<file path="src/hdl/mei_pkg.sv">
// Shared types, constants and the saturation helper function of the Mandelbrot escape-time iterator.
`timescale 1ns / 1ps

package mei_pkg;

    // Frame geometry; the pixel offset is taken against half the frame.
    localparam int FRAME_WIDTH  = 1024;
    localparam int FRAME_HEIGHT = 1024;

    // Field widths.
    localparam int PIX_W   = 10;
    localparam int CTR_W   = 21;
    localparam int FIX_W   = 32;
    localparam int CNT_W   = 16;
    localparam int ZOOM_W  = 32;

    // Signed pixel offset: column + centre - half frame never leaves this range.
    localparam int OFF_W   = 23;
    // Offset times zoom (zoom taken as a non-negative signed value).
    localparam int CPROD_W = OFF_W + ZOOM_W + 1;
    // Width of the wide sums before saturation.
    localparam int WIDE_W  = 66;

    // Escape bound: |z|^2 > 16 in Q.48.
    localparam logic [63:0] ESC_LIMIT = 64'h0010_0000_0000_0000;

    // Depth of the queue between front and back.
    localparam int Q_DEPTH = 2;

    // Configuration register indexes (word address).
    localparam logic [2:0] REG_ZOOM       = 3'd0;
    localparam logic [2:0] REG_CENTER_X   = 3'd1;
    localparam logic [2:0] REG_CENTER_Y   = 3'd2;
    localparam logic [2:0] REG_ITER_LIMIT = 3'd3;
    localparam logic [2:0] REG_PAINT_THR  = 3'd4;

    localparam logic signed [WIDE_W-1:0] SAT_MAX = 66'sd2147483647;
    localparam logic signed [WIDE_W-1:0] SAT_MIN = -66'sd2147483648;

    typedef struct packed {
        logic        [ZOOM_W-1:0] zoom;
        logic signed [CTR_W-1:0]  center_x;
        logic signed [CTR_W-1:0]  center_y;
        logic        [CNT_W-1:0]  iter_limit;
        logic        [CNT_W-1:0]  paint_threshold;
    } t_cfg;

    typedef struct packed {
        logic signed [FIX_W-1:0] c_re;
        logic signed [FIX_W-1:0] c_im;
    } t_cpoint;

    typedef struct packed {
        logic full;
        logic empty;
    } t_qstat;

    // Clamp a wide signed value to the signed 32-bit range.
    function automatic logic signed [FIX_W-1:0] sat32(input logic signed [WIDE_W-1:0] v);
        logic signed [FIX_W-1:0] r;
        if (v > SAT_MAX) begin
            r = SAT_MAX[FIX_W-1:0];
        end else if (v < SAT_MIN) begin
            r = SAT_MIN[FIX_W-1:0];
        end else begin
            r = v[FIX_W-1:0];
        end
        return r;
    endfunction

endpackage

</file>
<file path="src/hdl/mei_front.sv">
// Front end: accepts a pixel, forms the saturated complex point c and queues it.
`timescale 1ns / 1ps

module mei_front
    import mei_pkg::*;
(
    input  logic                i_clk,
    input  logic                i_rst_n,
    input  logic                i_push,
    output logic                o_full,
    input  logic [PIX_W-1:0]    i_column,
    input  logic [PIX_W-1:0]    i_row,
    input  t_cfg                i_cfg,
    input  t_qstat              i_qstat,
    output logic                o_qpush,
    output t_cpoint             o_qdata
);

    typedef enum logic [2:0] {
        F_IDLE,
        F_MRE,
        F_MIM,
        F_SAT,
        F_PUSH
    } t_fstate;

    localparam logic signed [OFF_W-1:0] HALF_W = OFF_W'(FRAME_WIDTH / 2);
    localparam logic signed [OFF_W-1:0] HALF_H = OFF_W'(FRAME_HEIGHT / 2);

    t_fstate                    r_state;
    logic signed [OFF_W-1:0]    r_offx;
    logic signed [OFF_W-1:0]    r_offy;
    logic signed [CPROD_W-1:0]  r_prod;
    logic signed [FIX_W-1:0]    r_cre;
    logic signed [FIX_W-1:0]    r_cim;

    logic signed [OFF_W-1:0]    n_offx;
    logic signed [OFF_W-1:0]    n_offy;
    logic signed [OFF_W-1:0]    mul_off;
    logic signed [CPROD_W-1:0]  n_prod;
    logic signed [FIX_W-1:0]    prod_sat;

    assign n_offx = $signed({{(OFF_W-PIX_W){1'b0}}, i_column}) - HALF_W
                  + $signed({{(OFF_W-CTR_W){i_cfg.center_x[CTR_W-1]}}, i_cfg.center_x});
    assign n_offy = $signed({{(OFF_W-PIX_W){1'b0}}, i_row}) - HALF_H
                  + $signed({{(OFF_W-CTR_W){i_cfg.center_y[CTR_W-1]}}, i_cfg.center_y});

    // One multiplier, shared by the real and the imaginary part.
    assign mul_off  = (r_state == F_MRE) ? r_offx : r_offy;
    assign n_prod   = mul_off * $signed({1'b0, i_cfg.zoom});
    assign prod_sat = sat32($signed({{(WIDE_W-CPROD_W){r_prod[CPROD_W-1]}}, r_prod}));

    assign o_full       = (r_state != F_IDLE);
    assign o_qpush      = (r_state == F_PUSH) && !i_qstat.full;
    assign o_qdata.c_re = r_cre;
    assign o_qdata.c_im = r_cim;

    always_ff @(posedge i_clk) begin
        if (!i_rst_n) begin
            r_state <= F_IDLE;
        end else begin
            case (r_state)
                F_IDLE: begin
                    if (i_push) begin
                        r_offx  <= n_offx;
                        r_offy  <= n_offy;
                        r_state <= F_MRE;
                    end
                end
                F_MRE: begin
                    r_prod  <= n_prod;
                    r_state <= F_MIM;
                end
                F_MIM: begin
                    r_cre   <= prod_sat;
                    r_prod  <= n_prod;
                    r_state <= F_SAT;
                end
                F_SAT: begin
                    r_cim   <= prod_sat;
                    r_state <= F_PUSH;
                end
                F_PUSH: begin
                    if (!i_qstat.full) begin
                        r_state <= F_IDLE;
                    end
                end
                default: begin
                    r_state <= F_IDLE;
                end
            endcase
        end
    end

endmodule

</file>
<file path="config.mk">
export PLATFORM = sky130hd
export DESIGN_NAME = mei_front
export DESIGN_NICKNAME = d
export VERILOG_FILES = /design/src/hdl/mei_pkg.sv /design/src/hdl/mei_front.sv
export SDC_FILE = /design/constraint.sdc
export NUM_CORES = 2
export LEC_CHECK = 0
export BUFFER_PORTS_ARGS = -buffer_cell sky130_fd_sc_hd__buf_2
export CORE_MARGIN = 2
export CORE_UTILIZATION = 64
export DETAILED_ROUTE_END_ITERATION = 8
export GPL_ROUTABILITY_DRIVEN = 0
export GPL_TIMING_DRIVEN = 0
export PLACE_DENSITY = 0.83
export SETUP_SLACK_MARGIN = 0.1
export SLEW_MARGIN = 40
export SYNTH_ARGS = -nofsm -noshare
export SYNTH_HDL_FRONTEND = slang
export SYNTH_SLANG_ARGS = --single-unit
</file>
<file path="constraint.sdc">
create_clock -name i_clk -period 8.9 [get_ports i_clk]
set_clock_uncertainty 0.2 [all_clocks]
set_input_delay 0.445 -clock i_clk [delete_from_list [all_inputs] [get_ports i_clk]]
set_output_delay 0.445 -clock i_clk [all_outputs]
set_load 0.05 [all_outputs]
</file>
-- Yosys cells after proc, flatten, opt, wreduce, memory -nomap -nowiden
Cells that the tools add are included.
W data, S select, Z words.
- $add $sub $neg: 4
- multipliers: 1
- magnitude comparators: 2
- eq/ne operators: 6
- multiplexer cells: 6
- reduce and logical (&&, ||, !) cells: 10
- operators with widths (operator ; number):
    $mux W32 ; 2
    $gt A56 B32 Y1 const B ; 1
    $lt A56 B32 Y1 const B ; 1
    $mul A23 B33 Y56 ; 1
    $add A11 B21 Y22 ; 2
    $mux W23 ; 1
    $sub A10 B10 Y11 const B ; 2
    $pmux W3 S5 ; 1
    $reduce_and A2 Y1 ; 4
    $eq A3 B2 Y1 const B ; 2
    $mux W3 ; 2
    $ne A2 B2 Y1 const B ; 2
    $eq A3 B1 Y1 const B ; 1
    $eq A3 B3 Y1 const B ; 1
    $logic_not A3 Y1 ; 1
    $reduce_and A3 Y1 ; 1
    $reduce_bool A3 Y1 ; 1
    $reduce_or A2 Y1 ; 1
    $logic_and A1 B1 Y1 ; 1
    $logic_not A1 Y1 ; 1
- bits in registers: 169
- input port bits: 131
- output and inout port bits: 66
- logic and storage cells: 35

-- Logic depth before layout (Yosys ltp)
- depth in word-level cells: 3
- gate-level depth with buffers: 30
- mapped depth without buffers: 28

-- Worst setup path before layout
OpenSTA, ideal clock, no wires.
- kind: flip-flop to flip-flop
- start point: register r_state[0]
- end point: register r_prod[52], data pin
- data arrival time: 7688 ps
- data required time: 8438 ps
- slack: 750 ps
- cell stages (with the launch flop): 28
- clock period less this slack: 8150 ps
- path through: dfxtp_1 nor3b_1 clkbuf_1 mux2_2 clkbuf_1 and2_1 fa_1 inv_1 fa_1 inv_1 fa_1 fa_1 fa_1 fa_1 inv_1 fa_1 inv_1 ha_1 a21oi_1 o21ai_0 o21a_1 nor2_1 nor2_1 a2111oi_1 nor2_1 a221oi_1 a21oi_1 xor2_1
- cells in the longest elaborated chain, start to end: 3
- ends and longest elaborated chain (what ; RTL line ; text):
    start, declared ; mei_front.sv:30 ; t_fstate r_state;
    start signal, assigned ; mei_front.sv:60 ; r_state <= F_IDLE;
    start signal, assigned ; mei_front.sv:67 ; r_state <= F_MRE;
    start signal, assigned ; mei_front.sv:72 ; r_state <= F_MIM;
    $eq A3 B1 Y1 ; mei_front.sv:49 ; assign mul_off = (r_state == F_MRE) ? r_offx : r_offy;
    $mux W23 ; mei_front.sv:49 ;
    $mul A23 B33 Y56 ; mei_front.sv:50 ; assign n_prod = mul_off * $signed({1'b0, i_cfg.zoom});
    via n_prod[52] ; mei_front.sv:40 ; logic signed [CPROD_W-1:0] n_prod;
    end signal, assigned ; mei_front.sv:71 ; r_prod <= n_prod;
    end signal, assigned ; mei_front.sv:76 ; r_prod <= n_prod;
    end, declared ; mei_front.sv:33 ; logic signed [CPROD_W-1:0] r_prod;
The timed path passes the listed nets, and every way through them passes these cells.
A chain may end at the register's enable or synchronous reset.

-- Worst setup path in the final report
- start point: register r_state[2]
- end point: register r_prod[55], data pin
The elaborated chain is that of the path after synthesis.

==> summary.md <==
| Metric | Value |
|---|---|
| Final Slew Violations | `0` |
| CP startpoint kind | `flip-flop` |
| Starting density of the core | `64.4%` |
| FF+latch count, synth | `167` |
| Detailed placement HPWL | `75100 um` |
| Clk sinks | `167` |
| Status | `complete, no violations` |
| Hold slack | `45.9 ps` |
| Avg Inst Size Synth | `9.44 um^2` |
| Initial DRC Count | `2550` |
| Fin crit share | `98.1%` |
| Total track usage | `37.2%` |
| DRT Pass-1 Iters | `8` |
| Clock transition at path regs | `70 ps` |
| Synth-to-Final Area Change | `8.65%` |
| Worst Path Arrival | `8790 ps` |
| Predominant post-synthesis flop cell | `edfxtp_1` |
| Inst Count DP | `4237` |
| Final setup viols | `0` |
| Synth top area cells | `fa_1, edfxtp_1, ha_1, inv_1, nand2_1` |
| Critical path's slowest cell | `clkbuf_1` |
| Peak Freq | `0.115 GHz` |
| Setup ws final | `171 ps` |
| Tmin final | `8730 ps` |
| DRT antenna net count | `0` |
| Area leader, netlist | `fa_1` |
| Die X-Extent | `228 um` |
| Relative slew slack | `41.2%` |
| Distinct cells, synth | `61` |
| Synth warn | `0` |
| Routed via count | `25333` |
| Critical path class | `reg2reg` |
| Syn nets | `4414` |
| Number of placement rows | `82` |
| Layout cell share with drive strength beyond 1 | `9.41%` |
| Nets | `4608` |
| Max incr delay on CP | `690 ps` |
| Vias/cell | `5.91` |
| Die Y-Extent | `228 um` |
| Layout Cells excl Fill | `4284` |
| Final hold viol count | `0` |
| DRC errors left | `0` |
| H-Tree Depth | `4` |
| CTS Root Cell | `clkbuf_16` |
| Dpl ws | `-932 ps` |
| First-pass GRT wire length | `145000 um` |
| Hold Buf Count CTS | `0` |
| Post-Syn Area | `32000 um^2` |
| Final TNS setup | `0 ps` |
| Initial antenna violation count | `16` |
| CP required | `8960 ps` |
| Asr flop ratio synth | `0%` |
| Number of CTS-inserted buffers | `17` |
| Routed len/inst | `22.0 um` |
| Clk buf depth | `2` |
| Setup crit end kind | `flip-flop` |
| Largest net degree at the start of global routing | `30` |
| Max-Cap Viols | `0` |
| Post-synthesis sequential area ratio | `15.6%` |
| Final wirelength | `94400 um` |
| CP most frequent cell | `fa_1` |
| Die ar. | `51900 um^2` |
| Grt total ovfl | `0` |
| Fillers | `3626` |
| Unrepaired setup endpoints after global routing | `no` |
| Number of synthesized flops with an enable pin | `164` |
| Core ar. | `49800 um^2` |
| Port Buffers | `163` |
| Worst-Skew Late Latency | `450 ps` |
| Vias in the first global route | `26254` |
| # IOs | `197` |
| Mapped Cells | `3394` |
| CP Max Fanout | `10` |
| HP Class | `in2reg` |
| CTS tree | `built` |
| Count leader, synth | `inv_1` |
| Most frequent cells after synthesis | `inv_1, fa_1, nand2_1` |
| Yosys top cell area share | `39.5%` |
| Least-Margin Pin Slew | `882 ps` |
-- kinds of logic after synthesis --
family,count (synthesis),synth area share [%]
and+or+nand+nor,1026,15.6
buffers and inverters,941,11.0
adders and majority gates,889,49.5
AOI/OAI and AO/OA,264,5.19
DFF,167,15.6
xor gates and xnor gates,85,2.32
muxes,22,0.761
-- state kept, by name, indices dropped and copies added, names as in the netlist --
signal and flops:
r_offx 22, r_state 3, r_offy 22, r_cre 32
r_cim 32, r_prod 56
-- layout by cell type (no fill, tap or decap), types with 12 or more instances in the layout --
| cell | n |
|---|---|
| xor2_1 | 29 |
| nor2_1 | 80 |
| buf_4 | 12 |
| inv_1 | 778 |
| nand3_1 | 17 |
| nand2_1 | 477 |
| a21oi_1 | 80 |
| and2_1 | 280 |
| nand2b_1 | 25 |
| nor3_1 | 14 |
| buf_2 | 185 |
| a21o_1 | 41 |
| clkbuf_4 | 17 |
| edfxtp_1 | 164 |
| clkbuf_2 | 23 |
| xnor2_1 | 56 |
| ha_1 | 256 |
| nor2b_1 | 75 |
| nand4_1 | 20 |
| clkbuf_16 | 17 |
| clkbuf_1 | 93 |
| fa_1 | 626 |
| o21ai_0 | 61 |
-- repair_timing --
item	in CTS	in global routing
buffers inserted	4	2
gates resized for setup	52	139
pin swaps	1	4
endpoints found under the setup margin	29	24
-- area by class of cell --
class	count	area, um^2	share of cell area, %
timing repair buffer	177	975	2.80
sequential	167	4990	14.3
clock buffer	17	425	1.22
antenna	11	27.5	0.0791
inverter	780	2930	8.41
multi-input combinational	2286	23700	68.2
tap	672	841	2.41
buffer	159	742	2.13
clock inverter	15	155	0.446
-- path summary, 6_finish.rpt --
kind	start	to	slack, ps	depth (start not counted)
max	r_state[2]	r_prod[55]	170	27
min	i_push	r_state[0]	50	3
max reg2reg	r_state[2]	r_prod[55]	170	27
min reg2reg	r_prod[25]	r_cim[25]	350	2
-- through the flow --
stage,util (%),cell area (um^2)
4_1_cts,69.5,34600
2_1_floorplan,-,32000
3_5_place_dp,68.0,33800
3_3_place_gp,67.7,33700
6_report,70.0,34800
5_1_grt,69.9,34800
-- critical path, delay by kind of cell (launching register included) --
| family | cells | cell delay [ps] |
|---|---|---|
| compound gates | 4 | 1060 |
| mux | 1 | 190 |
| xor+xnor | 1 | 250 |
| flops | 1 | 470 |
| simple gates | 6 | 1070 |
| buf+inv | 7 | 1570 |
| fa+ha+maj | 8 | 3720 |
-- per-layer routing --
layer	vias up	global-route usage, %	part of all wire [%]
li1	10591	-	-
met5	-	0	0.092
met4	12	27.4	9.6
met3	608	12.8	13
met2	1807	57.7	45
met1	12315	42.9	32
Power is not shown: default switching activity piles up to over one toggle a cycle in this logic, so the estimate is an artifact.
