[src/hdl/mei_pkg.sv]
// Shared types, constants and the saturation helper function of the Mandelbrot escape-time iterator.
`timescale 1ns / 1ps

package mei_pkg;

    // Frame geometry; the pixel offset is taken against half the frame.
    localparam int FRAME_WIDTH  = 1024;
    localparam int FRAME_HEIGHT = 1024;

    // Field widths.
    localparam int PIX_W   = 10;
    localparam int CTR_W   = 21;
    localparam int FIX_W   = 32;
    localparam int CNT_W   = 16;
    localparam int ZOOM_W  = 32;

    // Signed pixel offset: column + centre - half frame never leaves this range.
    localparam int OFF_W   = 23;
    // Offset times zoom (zoom taken as a non-negative signed value).
    localparam int CPROD_W = OFF_W + ZOOM_W + 1;
    // Width of the wide sums before saturation.
    localparam int WIDE_W  = 66;

    // Escape bound: |z|^2 > 16 in Q.48.
    localparam logic [63:0] ESC_LIMIT = 64'h0010_0000_0000_0000;

    // Depth of the queue between front and back.
    localparam int Q_DEPTH = 2;

    // Configuration register indexes (word address).
    localparam logic [2:0] REG_ZOOM       = 3'd0;
    localparam logic [2:0] REG_CENTER_X   = 3'd1;
    localparam logic [2:0] REG_CENTER_Y   = 3'd2;
    localparam logic [2:0] REG_ITER_LIMIT = 3'd3;
    localparam logic [2:0] REG_PAINT_THR  = 3'd4;

    localparam logic signed [WIDE_W-1:0] SAT_MAX = 66'sd2147483647;
    localparam logic signed [WIDE_W-1:0] SAT_MIN = -66'sd2147483648;

    typedef struct packed {
        logic        [ZOOM_W-1:0] zoom;
        logic signed [CTR_W-1:0]  center_x;
        logic signed [CTR_W-1:0]  center_y;
        logic        [CNT_W-1:0]  iter_limit;
        logic        [CNT_W-1:0]  paint_threshold;
    } t_cfg;

    typedef struct packed {
        logic signed [FIX_W-1:0] c_re;
        logic signed [FIX_W-1:0] c_im;
    } t_cpoint;

    typedef struct packed {
        logic full;
        logic empty;
    } t_qstat;

    // Clamp a wide signed value to the signed 32-bit range.
    function automatic logic signed [FIX_W-1:0] sat32(input logic signed [WIDE_W-1:0] v);
        logic signed [FIX_W-1:0] r;
        if (v > SAT_MAX) begin
            r = SAT_MAX[FIX_W-1:0];
        end else if (v < SAT_MIN) begin
            r = SAT_MIN[FIX_W-1:0];
        end else begin
            r = v[FIX_W-1:0];
        end
        return r;
    endfunction

endpackage

[src/hdl/mei_queue.sv]
// Short queue of complex points between the front end and the iteration engine.
`timescale 1ns / 1ps

module mei_queue
    import mei_pkg::*;
(
    input  logic    i_clk,
    input  logic    i_rst_n,
    input  logic    i_push,
    input  t_cpoint i_data,
    input  logic    i_pop,
    output t_cpoint o_data,
    output t_qstat  o_stat
);

    localparam int PTR_W = (Q_DEPTH > 1) ? $clog2(Q_DEPTH) : 1;
    localparam int CNT_QW = $clog2(Q_DEPTH + 1);
    localparam logic [PTR_W-1:0]  LAST_PTR = PTR_W'(Q_DEPTH - 1);
    localparam logic [CNT_QW-1:0] FULL_CNT = CNT_QW'(Q_DEPTH);

    t_cpoint            r_mem [Q_DEPTH];
    logic [PTR_W-1:0]   r_wr_ptr;
    logic [PTR_W-1:0]   r_rd_ptr;
    logic [CNT_QW-1:0]  r_count;

    logic do_push;
    logic do_pop;

    assign o_stat.full  = (r_count == FULL_CNT);
    assign o_stat.empty = (r_count == '0);
    assign do_push      = i_push && !o_stat.full;
    assign do_pop       = i_pop && !o_stat.empty;
    assign o_data       = r_mem[r_rd_ptr];

    always_ff @(posedge i_clk) begin
        if (do_push) begin
            r_mem[r_wr_ptr] <= i_data;
        end
    end

    always_ff @(posedge i_clk) begin
        if (!i_rst_n) begin
            r_wr_ptr <= '0;
            r_rd_ptr <= '0;
            r_count  <= '0;
        end else begin
            if (do_push) begin
                r_wr_ptr <= (r_wr_ptr == LAST_PTR) ? '0 : r_wr_ptr + 1'b1;
            end
            if (do_pop) begin
                r_rd_ptr <= (r_rd_ptr == LAST_PTR) ? '0 : r_rd_ptr + 1'b1;
            end
            if (do_push && !do_pop) begin
                r_count <= r_count + 1'b1;
            end else if (do_pop && !do_push) begin
                r_count <= r_count - 1'b1;
            end
        end
    end

endmodule

[config.mk]
export PLATFORM = sky130hd
export DESIGN_NAME = mei_queue
export DESIGN_NICKNAME = d
export VERILOG_FILES = /design/src/hdl/mei_pkg.sv /design/src/hdl/mei_queue.sv
export SDC_FILE = /design/constraint.sdc
export NUM_CORES = 1
export LEC_CHECK = 0
export ABC_AREA = 1
export BUFFER_PORTS_ARGS = -buffer_cell sky130_fd_sc_hd__buf_2
export CAP_MARGIN = 10
export CORE_UTILIZATION = 52
export DETAILED_ROUTE_END_ITERATION = 10
export GPL_TIMING_DRIVEN = 0
export HOLD_SLACK_MARGIN = 0.05
export PLACE_DENSITY = 0.88
export SLEW_MARGIN = 20
export SYNTH_ARGS = -nofsm -noshare
export SYNTH_HDL_FRONTEND = slang
export SYNTH_SLANG_ARGS = --single-unit
export TNS_END_PERCENT = 1
[constraint.sdc]
create_clock -name i_clk -period 5.7 [get_ports i_clk]
set_input_delay 1.14 -clock i_clk [delete_from_list [all_inputs] [get_ports i_clk]]
set_output_delay 1.14 -clock i_clk [all_outputs]
set_load 0.02 [all_outputs]
# ---- Yosys cells after proc, flatten, opt, wreduce, memory -nomap -nowiden
# Memories as Yosys holds them, arrays and structs flattened. A register that Yosys moved wholly into a read port is not among the register bits.
# Index checks and enable logic that the tools add are counted.
dict set report word_totals {
  mem_bits_rw 128
  register_bits 4
  memories 1
  elab_cells 27
  latchBits 0
  output_inout_bits 66
  inputBits 68
  romBits 0
}
dict set report op_classes {
  bitwise_logic 0
  eq_ne 1
  mux 8
  mul 0
  n_reduce_logical 10
  order_cmp 0
  div_mod_pow 0
  n_addsub 4
  shift 0
}
# memory words width rd rd_clocked_by_memory_dff wr line
set memory_table {}
lappend memory_table {r_mem 2 64 1 1 1 mei_queue.sv:21} ;# t_cpoint r_mem [Q_DEPTH];
# cell n
set op_table {}
lappend op_table {{$mux 1} 6}
lappend op_table {{$logic_and 1x1->1} 4}
lappend op_table {{$logic_not 1->1} 4}
lappend op_table {{$mux 2} 2}
lappend op_table {{$add 1x1->1 const B} 2}
lappend op_table {{$add 2x1->2 const B} 1}
lappend op_table {{$eq 2x2->1 const B} 1}
lappend op_table {{$logic_not 2->1} 1}
lappend op_table {{$reduce_bool 2->1} 1}
lappend op_table {{$sub 2x1->2 const B} 1}

# ---- Logic depth before layout (Yosys ltp)
# Gate-level depths: netlist of run 1.
dict set report depth {
  ltp_word 7
  mapped_depth 10
  ltp_nobuf 10
}

# ---- Worst setup path after synthesis of run 1
# OpenSTA, ideal clock, no wires.
dict set report synth_timing {
  kind {input -> register}
  start {input port i_push}
  end {memory r_mem[0][0] in the netlist's numbering (enable)}
  arrival_time_ns 3.883
  setup_ns 0.486
  path_stages 2
  slack_ns 1.331
  path_buffers 0
  cell_sequence {o21ai_2 -> nor2_1}
}
dict set report synth_via {
  elab_chain_cells 3
}
# element line
set synth_rtl {}
lappend synth_rtl {{start, declared} mei_queue.sv:9} ;# input logic i_push,
lappend synth_rtl {{$logic_and 1x1->1} mei_queue.sv:31} ;# assign do_push = i_push && !o_stat.full;
lappend synth_rtl {{$mux 1} mei_queue.sv:36} ;# if (do_push) begin
lappend synth_rtl {{$mux 1 (not written as such)} mei_queue.sv:37} ;# r_mem[r_wr_ptr] <= i_data;
lappend synth_rtl {{end, declared} mei_queue.sv:21}
# Every way passes these cells.

==> results of run 1 <==
==> cells by family (layout without fill, tap and decap cells) <==
kind of cell               count (synthesis)  count (layout)  synth area share
DFF                                      133             133            0.7634
AOI/OAI and AO/OA                          4               4          0.004601
buffers and inverters                     16             187           0.03197
and+or+nand+nor                           19              19           0.01453
muxes                                     64              64            0.1831
adders and majority gates                  1               1          0.002422
==> how the worst max path moves through the flow <==
stage	to	slack (ns)	depth (start not counted)
2_1_floorplan	r_mem[0][0]	1.33	2
3_3_place_gp	r_mem[0][3]	-0.1	3
3_5_place_dp	r_mem[0][51]	3.32	5
4_1_cts	o_data[60]	2.82	4
5_1_grt	o_data[0]	2.77	4
6_report	o_data[60]	2.86	4
==> routing by layer <==
layer	wire length, um	global-route usage	vias to the layer above
li1	-	-	1232
met1	3238	0.1817	1271
met2	4305	0.2905	85
met3	525	0.06487	14
met4	122	0.08361	0
met5	0	0	-
==> through the flow <==
step                      TNS (ns)  std cells  setup WS, ns  power [mW]
after floorplan                  0        237         1.331       1.922
after global placement      -10.70        503      -0.09572       2.130
after detailed placement         0        509         3.318       2.194
after CTS                        0        541         2.816       3.148
after global routing             0        541         2.774       3.246
final                            0        541         2.860       3.111
==> layout by cell type (no fill, tap or decap), types with 4 or more instances in the layout <==
cell,Yosys,routed
edfxtp_1,128,128
nand2_1,6,6
mux2_4,60,60
clkinvlp_4,0,6
buf_2,0,133
buf_16,0,6
clkinv_2,0,5
buf_12,6,6
clkbuf_16,0,16
dfxtp_1,5,5
inv_1,9,9
mux2_2,4,4
nor2_1,11,9
==> cell usage after synthesis (2+ instances only) <==
| library cell | instances | share of area |
|---|---|---|
| edfxtp_1 | 128 | 0.74 |
| mux2_4 | 60 | 0.17 |
| nor2_1 | 11 | 0.0080 |
| inv_1 | 9 | 0.0065 |
| buf_12 | 6 | 0.023 |
| nand2_1 | 6 | 0.0044 |
| dfxtp_1 | 5 | 0.019 |
| mux2_2 | 4 | 0.0087 |
| o21ai_0 | 2 | 0.0019 |
==> state kept, by name, indices dropped and copies added (netlist names), named ones only <==
| register | count |
|---|---|
| r_count | 2 |
| r_rd_ptr | 1 |
| r_wr_ptr | 1 |
| r_mem | 128 |
==> power breakdown <==
| part | internal [mW] | switching [mW] | total (mW) | leakage, nW |
|---|---|---|---|---|
| Combinational | 0.422 | 0.463 | 0.886 | 1.19 |
| Clock | 0.569 | 0.381 | 0.950 | 0.246 |
| Sequential | 1.24 | 0.0406 | 1.28 | 1.24 |
| Total | 2.23 | 0.885 | 3.11 | 2.67 |
==> worst min-delay path, cell delays in order, from the launching register on <==
cell and delay [ns]:
dfxtp_1 0.34, nor2_1 0.06, nor2_1 0.09
==> final cells by class <==
cell class / instances / area [um2]
Buffer: 7 / 131.4
Clock buffer: 17 / 414.1
Clock inverter: 15 / 116.4
Fill cell: 640 / 2975
Inverter: 9 / 33.78
Multi-Input combinational cell: 88 / 1072
Sequential cell: 133 / 3944
Tap cell: 133 / 166.4
Timing Repair Buffer: 139 / 830.8
==> results.md, run 1 <==
- Net count after synthesis: just over 300
- Worst Setup End Kind: output port
- Final wirelength: ~8200 um
- Period utilisation layout: 0.4982
- Largest net degree at the start of global routing: 25
- Clk_skew: between 0.004 and 0.005 ns
- Hold depth: 2
- Fin util: 0.6928
- Flops & latches, synth: between 100 and 150
- Root buffer cell: clkbuf_8
- Post-synth EDFFs: 128
- Final hold vios: 0
- Cells on worst reg2reg path: 4
- Worst min-delay path class: flip-flop to flip-flop
- Yosys warns: 0
- RR Startpoint: r_count[0]
- Max VDD drop: between 0.0002 and 0.00025 V
- Worst path required time: 4.56 ns
- Worst slew margin: 0.7266
- Final-report setup violation count: 0
- Vias in the first global route: 2,624
- Worst-path cell chain: buf_6 -> buf_12 -> mux2_4 -> buf_2
- Clock latency on the worst-skew pair: 0.51 ns
- Syn Area/Cell: 21.80 um2
- FMAX: roughly 350 MHz
- Die Wd: about 100 um
- Iter 0 DRT Violations: slightly above 80
- RSZ-0062 raised after global routing: no
- DP Area: 6178 um2
- DRT Pass-1 Iters: 4
- Avg Vias per Cell: 4.810
- Setup CP Type: flip-flop to output port
- Clock-pin slew on the worst setup and hold paths: about 0.06 ns
- Minimum clock period: about 2.8 ns
- Synth Cell Area: ~5200 um2
- Hold_sp: r_rd_ptr
- Clk buf depth: 2
- Tightest Pin Transition: 0.4092 ns
- Worst R2R End: r_mem[0][50]
- Top delay family on crit path: buffers and inverters
- Max Cap Viol: 0
- Buffer and inverter count on the worst path: 3
- Final nets: ~460
- CTS sink cnt: ~130
- I/O Buffers: approximately 130
- Seq/Total Area, Yosys: 0.7634
- ANT cells: 0
- Site row count: 36
- Critical-path top delay cell: dfxtp_1
- Gate Count Post-Synth: ~240
- Clock tree from TritonCTS: done
- Initial core utilization: 0.5335
- Post-DRT Antenna Nets: 0
- Fraction of layout instances using a drive strength above 1: 0.5956
- CP Launch Type: flip-flop
- Final RePlAce weighted congestion: a little under 0.7
- CTS H-Tree Depth: 4
- IO Count: about 130
- Wire length per cell: about 15 um
- Setup Buffers After CTS: 0
- Die Y: between 100 and 150 um
- P_leak: roughly 2.7 nW
- Worst Path Arrival: around 1.7 ns
- Top_reg_cell synth: edfxtp_1
- Yosys cell types: 15
- Layout overhead on the synthesized area: 29.86%
- Worst Hold Margin: 0.5188 ns
- Die Area: ~10,000 um2
- Pwr dens: about 460 nW/um2
- CTS resizes: 0
- Crit Path Max Fanout: 10
- First-pass GRT wire length: approximately 12,000 um
- Fraction of registers with async set/reset: 0
- Sum of net half-perimeters after detailed placement: 5704 um
- DRC Markers: 0
- Outcome: complete, no violations
- Flop-to-flop setup slack: 4.08 ns
- GRT Total Usage: 0.1688
- Slew Viols, Final: 0
- Cts bufs inserted: 17
- CP peak stage delay: 0.32 ns
- Vias: between 2,000 and 3,000
- Final Instance Area: roughly 6700 um2
- CTS Hold Bufs: 0
- Initial antenna violation count: 0
- Core area: between 9000 and 10,000 um2
- GRT overflow: 0
Note: power is estimated with default switching activity, not from simulation.
==> run 2, diff against run 1 <==
--- a/config.mk
+++ b/config.mk
@@ -5,14 +5,14 @@
 export SDC_FILE = /design/constraint.sdc
 export NUM_CORES = 1
 export LEC_CHECK = 0
-export ABC_AREA = 1
+export ABC_AREA = 0
 export BUFFER_PORTS_ARGS = -buffer_cell sky130_fd_sc_hd__buf_2
 export CAP_MARGIN = 10
-export CORE_UTILIZATION = 52
+export CORE_UTILIZATION = 47
 export DETAILED_ROUTE_END_ITERATION = 10
 export GPL_TIMING_DRIVEN = 0
 export HOLD_SLACK_MARGIN = 0.05
-export PLACE_DENSITY = 0.88
+export PLACE_DENSITY = 0.85
 export SLEW_MARGIN = 20
 export SYNTH_ARGS = -nofsm -noshare
 export SYNTH_HDL_FRONTEND = slang
==> constraint.sdc (replaced) <==
create_clock -name i_clk -period 2.5 [get_ports i_clk]
set_input_delay 0.5 -clock i_clk [delete_from_list [all_inputs] [get_ports i_clk]]
set_output_delay 0.5 -clock i_clk [all_outputs]
set_load 0.02 [all_outputs]
==> run 2 against run 1 <==
Synthesized cell count down 5.5%. Critical path depth unchanged. Via count down 2.1%. Global-route usage down 0.80 points. Sequential cell count unchanged. Critical endpoint is now o_data[22]. Largest cell class unchanged. Highest routed layer unchanged.
==> results.md, run 2 <==
- Outcome: complete, no violations
- Net count after synthesis: between 200 and 300
- CTS sink cnt: about 130
- DRT Pass-1 Iters: 4
- Commonest non-fill, non-tap cells in the layout: buf_2 (134), edfxtp_1 (128), mux2_2 (64)
- Max VDD drop: ~0.00060 V
- Gate Count Post-Synth: about 220
- ANT cells: 0
- Top_reg_cell synth: edfxtp_1
- DP Area: between 5000 and 6000 um2
- Initial core utilization: 0.4915
- Setup_tns: 0 ns
- Die Area: 10,770 um2
- I/O Buffers: 133
- CTS resizes: 0
- Wire length per cell: 15.67 um
- Commonest non-fill, non-tap cell in the layout: buf_2
- Clk_skew: between 0.005 and 0.006 ns
- Pwr dens: between 1000 and 1500 nW/um2
- Setup CP Type: flip-flop to output port
- Placed Instances: 495
- Seq/Total Area, Yosys: 0.8097
- Final hold vios: 0
- Hold depth: 1
- Top Registers: r_mem (128), r_count (2)
- FILL cells: approximately 740
- Largest register FFs: approximately 130
- Clk buf depth: 2
- Syn Area/Cell: 21.75 um2
- Top post-synthesis cells by area: edfxtp_1 (79%), mux2_2 (15%), dfxtp_1 (2.1%)
- Minimum clock period: 2.326 ns
- Sum of net half-perimeters after detailed placement: ~5600 um
- Largest area contributor in the netlist: edfxtp_1
- First-pass GRT wire length: 12,880 um
- Worst min-delay path class: input port to flip-flop
- Site row count: 36
- Largest net degree at the start of global routing: 37
- Core area: 9910 um2
- Clock-pin slew on the worst setup and hold paths: 0.06 ns
- Root buffer cell: clkbuf_8
- Iter 0 DRT Violations: 79
- Clock latency on the worst-skew pair: a little over 0.5 ns
- Slew Viols, Final: 0
- DRC Markers: 0
- Post-synth top area share: 0.7891
- Flops & latches, synth: 133
- IO Count: 134
- Number of standard cells in the final layout excluding fillers: roughly 530
- Synth Cell Area: ~5000 um2
- Largest Register: r_mem
- Final-report setup violation count: 0
- Fraction of registers with async set/reset: 0
- Clock tree from TritonCTS: done
- Final wirelength: between 8000 and 9000 um
- P_leak: between 2 and 2.5 nW
- Worst slew margin: 0.5395
- Tightest Pin Transition: between 0.6 and 0.7 ns
- Worst Path Arrival: 1.83 ns
- Setup Buffers After CTS: 0
- Layout overhead on the synthesized area: 30.70%
- Max Cap Viol: 0
- Yosys warns: 0
- Fraction of layout instances using a drive strength above 1: 0.6066
- FMAX: 430.0 MHz
- Final Instance Area: around 6400 um2
- Cells on worst reg2reg path: 5
- Vias: between 2,000 and 3,000
- CTS H-Tree Depth: 4
- CTS Hold Bufs: 0
- Cts bufs inserted: 17
- Initial antenna violation count: 0
- Post-DRT Antenna Nets: 0
- Final RePlAce weighted congestion: 0.6750
- Worst path required time: 2.00 ns
- Die Y: roughly 100 um
- Avg Vias per Cell: roughly 4.8
- RSZ-0062 raised after global routing: no
- Period utilisation layout: 0.9302
- Yosys cell types: 21
- Crit Path Max Fanout: 10
- CP Launch Type: flip-flop
- Worst Setup End Kind: output port
- Post-synth top cells: edfxtp_1 (128), mux2_2 (64), buf_6 (6), dfxtp_1 (5), and2_1 (3)
- GRT Total Usage: 0.1608
- Die Wd: ~100 um
- GRT overflow: 0
- Post-synth EDFFs: 128
- Leading cell type by number of instances after synthesis: edfxtp_1
- Final nets: 450
- Vias in the first global route: 2,750
[run 2: final cells by class]
type                    instances  area, um2  share of cell area
clock buffers                  19      421.7             0.06623
plain buffers                   7      72.57             0.01140
well taps                     133      166.4             0.02614
flip-flops and latches        133       3945              0.6197
inverters                       2      10.01            0.001572
multi-input cells              82      865.8              0.1360
clock inverters                13      138.9             0.02182
repair buffers                138      745.7              0.1171
[run 2: power by group]
group | switching, mW | leakage (nW) | internal (mW) | total, mW
combinational | 1.09 | 0.900 | 0.814 | 1.90
clock | 0.827 | 0.269 | 1.49 | 2.32
sequential | 0.0848 | 1.24 | 2.80 | 2.89
[run 2: path summary, 6_finish.rpt]
| path | slack (ns) | startpoint | end |
|---|---|---|---|
| hold / removal | 0.18 | i_data[60] | r_mem[0][60] |
| hold reg to reg | 0.57 | r_count[1] | r_count[1] |
| setup / recovery | 0.17 | flip-flop | o_data[22] |
| setup reg to reg | 0.60 | r_count[0] | r_mem[0][22] |
[run 2: cells by family (layout without fill, tap and decap cells)]
group           Yosys count  after routing  share of synthesized area
mux                      64             64                     0.1480
simple gates              9              9                    0.01131
compound gates            5              5                   0.006678
flops                   133            133                     0.8097
fa+ha+maj                 1              1                   0.002568
buf+inv                   9            179                    0.01644
xor+xnor                  3              3                   0.005395
[run 2: metal layers]
layer  vias to the layer above  wire [um]  GRT usage
met3                        11        494    0.05664
li1                       1205          -          -
met5                         -          0          0
met4                         0        129    0.07653
met2                        96       4426     0.2881
met1                      1236       3208     0.1670
[run 2: critical path: stages (launching register included)]
cell,delay [ns]
dfxtp_1,0.30
buf_2,0.29
buf_6,0.21
mux2_2,0.35
buf_2,0.16
[run 2: per-stage QoR]
| stage | setup slack (ns) | hold slack, ns | power [mW] | util |
|---|---|---|---|---|
| 2_1_floorplan | -0.06208 | 0.5172 | 4.234 | - |
| 3_3_place_gp | -0.8527 | 0.5336 | 4.759 | 0.5773 |
| 3_5_place_dp | 0.5202 | 0.5541 | 4.858 | 0.5859 |
| 4_1_cts | 0.1151 | 0.1507 | 7.195 | 0.6424 |
| 5_1_grt | 0.08176 | 0.1517 | 7.393 | 0.6424 |
| 6_report | 0.1744 | 0.1774 | 7.109 | 0.6424 |
==> run 3, diff against run 2 <==
--- a/config.mk
+++ b/config.mk
@@ -8,11 +8,13 @@
 export ABC_AREA = 0
 export BUFFER_PORTS_ARGS = -buffer_cell sky130_fd_sc_hd__buf_2
 export CAP_MARGIN = 10
-export CORE_UTILIZATION = 47
+export CORE_UTILIZATION = 49
+export CTS_BUF_LIST = sky130_fd_sc_hd__clkbuf_4
+export CTS_CLUSTER_SIZE = 14
 export DETAILED_ROUTE_END_ITERATION = 10
 export GPL_TIMING_DRIVEN = 0
 export HOLD_SLACK_MARGIN = 0.05
-export PLACE_DENSITY = 0.85
+export PLACE_DENSITY = 0.87
 export SLEW_MARGIN = 20
 export SYNTH_ARGS = -nofsm -noshare
 export SYNTH_HDL_FRONTEND = slang
==> run 3 against run 2 <==
Worst hold slack got worse by 0.0062 ns. Highest routed layer unchanged. Sequential share of layout area rose by 2.5 points. Sequential cell count unchanged. Sequential power about the same. Critical endpoint is now o_data[8].
==> results.md, run 3 (synthesis results as in run 2) <==
- Avg Vias per Cell: a little under 5
- Clock latency on the worst-skew pair: around 0.5 ns
- DRT Pass-1 Iters: 4
- Met1 usage: 0.1775
- GRT overflow: 0
- CTS resizes: 0
- Worst Path Arrival: roughly 1.8 ns
- Commonest non-fill, non-tap cells in the layout: buf_2 (134), edfxtp_1 (128), mux2_2 (64)
- Post-route setup slack: roughly 0.18 ns
- Outcome: complete, no violations
- CTS sink cnt: about 130
- Die Wd: 101.7 um
- Final RePlAce weighted congestion: between 0.7 and 0.8
- IO Count: ~130
- Pre-CTS setup slack: slightly below 0.5 ns
- Vias in the first global route: 2,627
- Pwr dens: about 1000 nW/um2
- First-pass GRT wire length: ~12,000 um
- Period utilisation layout: 0.9300
- Initial core utilization: 0.5030
- Wire length per cell: between 15 and 20 um
- Top Registers: r_mem (128), r_count (2)
- GRT Total Usage: 0.1683
- DRC Markers: 0
- Tightest Pin Transition: 0.6984 ns
- Initial antenna violation count: 0
- Final wirelength: between 8000 and 9000 um
- I/O Buffers: 133
- Clk buf depth: 2
- Worst path required time: about 2.0 ns
- Cts bufs inserted: 17
- Design Power: 6.256 mW
- Layout overhead on the synthesized area: 25.64%
- Vias: roughly 2,600
- Worst R2R End: r_mem[0][55]
- Die Area: between 10,000 and 15,000 um2
- M2 GR Usage: 0.2937
- FMAX: between 400 and 500 MHz
- CTS Hold Bufs: 0
- Final-report setup violation count: 0
- Cells on worst reg2reg path: 5
- Worst-path cell chain: buf_2 -> buf_6 -> mux2_2 -> buf_2
- Die Y: about 100 um
- Largest Register: r_mem
- Top delay family on crit path: buffers and inverters
- Setup CP Type: flip-flop to output port
- Cell repeated most along the worst path: buf_2
- Site row count: 36
- Slew Viols, Final: 0
- Sum of net half-perimeters after detailed placement: around 5800 um
- Final nets: 450
- Busiest grt layer: met2
- Flop-to-flop setup slack: 0.55 ns
- CTS H-Tree Depth: 4
- CP endpoint: o_data[8]
- Setup Buffers After CTS: 0
- CP Launch Type: flip-flop
- Largest net degree at the start of global routing: 34
- Max VDD drop: about 0.0006 V
- RSZ-0062 raised after global routing: no
- Crit path depth: 4
- Worst min-delay path class: input port to flip-flop
- Fraction of layout instances using a drive strength above 1: 0.6193
- Worst Hold Margin: 0.1713 ns
- Largest register FFs: 128
- ANT cells: 0
- Clock-pin slew on the worst setup and hold paths: between 0.1 and 0.15 ns
- Clock tree from TritonCTS: done
- Final hold vios: 0
- Max Cap Viol: 0
- Minimum clock period: 2.325 ns
- Commonest non-fill, non-tap cell in the layout: buf_2
- Core area: between 9000 and 10,000 um2
- Post-DRT Antenna Nets: 0
- Buffer and inverter count on the worst path: 3
- Worst Setup End Kind: output port
- Root buffer cell: clkbuf_4
- Met3 usage: 0.07522
- P_leak: 2.292 nW
- Iter 0 DRT Violations: about 80
- Crit Path Max Fanout: 10
- RR Startpoint: r_count[0]
- Critical-path top delay cell: mux2_2
- Worst slew margin: 0.5329
- CP peak stage delay: roughly 0.35 ns
- Clk_skew: around 0.018 ns
run 3: changes by cell type in the layout (fill, tap and decap cells not counted), moves of 2 or more:
| cell | delta |
|---|---|
| clkbuf_1 | -2 |
| clkbuf_16 | -16 |
| clkinv_1 | -3 |
| clkinv_2 | -2 |
| clkinv_4 | +3 |
| clkbuf_4 | +19 |
| clkinvlp_4 | +2 |
run 3: layer usage:
| layer | share of wire | vias up | wire (um) |
|---|---|---|---|
| met3 | 0.066 | 10 | 560 |
| met4 | 0.012 | 0 | 101 |
| met1 | 0.39 | 1272 | 3279 |
| met2 | 0.53 | 109 | 4497 |
| met5 | 0 | - | 0 |
| li1 | - | 1212 | - |
run 3: through the flow:
step	setup TNS, ns	util	cells	area (um2)
after floorplan	-3.973	-	224	4888
after global routing	0	0.6319	527	6120
after CTS	0	0.6319	527	6120
final	0	0.6319	527	6120
after detailed placement	0	0.6008	495	5818
after global placement	-103.86	0.5907	490	5720
run 3: final cells by class:
class	count	area [um2]
sequential	133	3945
fill	726	3565
multi-input combinational	82	865.8
timing repair buffer	138	758.2
tap	133	166.4
clock inverter	13	158.9
clock buffer	19	142.6
buffer	7	72.57
inverter	2	10.01
run 3: worst min path at each step:
stage,endpoint,cells past startpoint,from
after floorplan,r_count[1],2,r_count[1]
after detailed placement,flip-flop,2,r_rd_ptr
after CTS,r_mem[1][9],1,i_data[9]
after global routing,r_mem[1][9],1,i_data[9]
final,r_mem[1][5],1,i_data[5]
after global placement,r_count[1],2,r_count[1]
run 3: worst reg2reg max path, delay by kind of cell (launching register included):
kind | cells | cell delay (ns)
DFF | 1 | 0.41
buffers and inverters | 3 | 0.50
and+or+nand+nor | 2 | 0.75
run 3: report_power, final:
part	switching [mW]	internal, mW	leakage (nW)	total, mW
Combinational	1.10	0.825	0.905	1.92
Clock	0.741	0.711	0.150	1.45
Sequential	0.0862	2.79	1.24	2.88
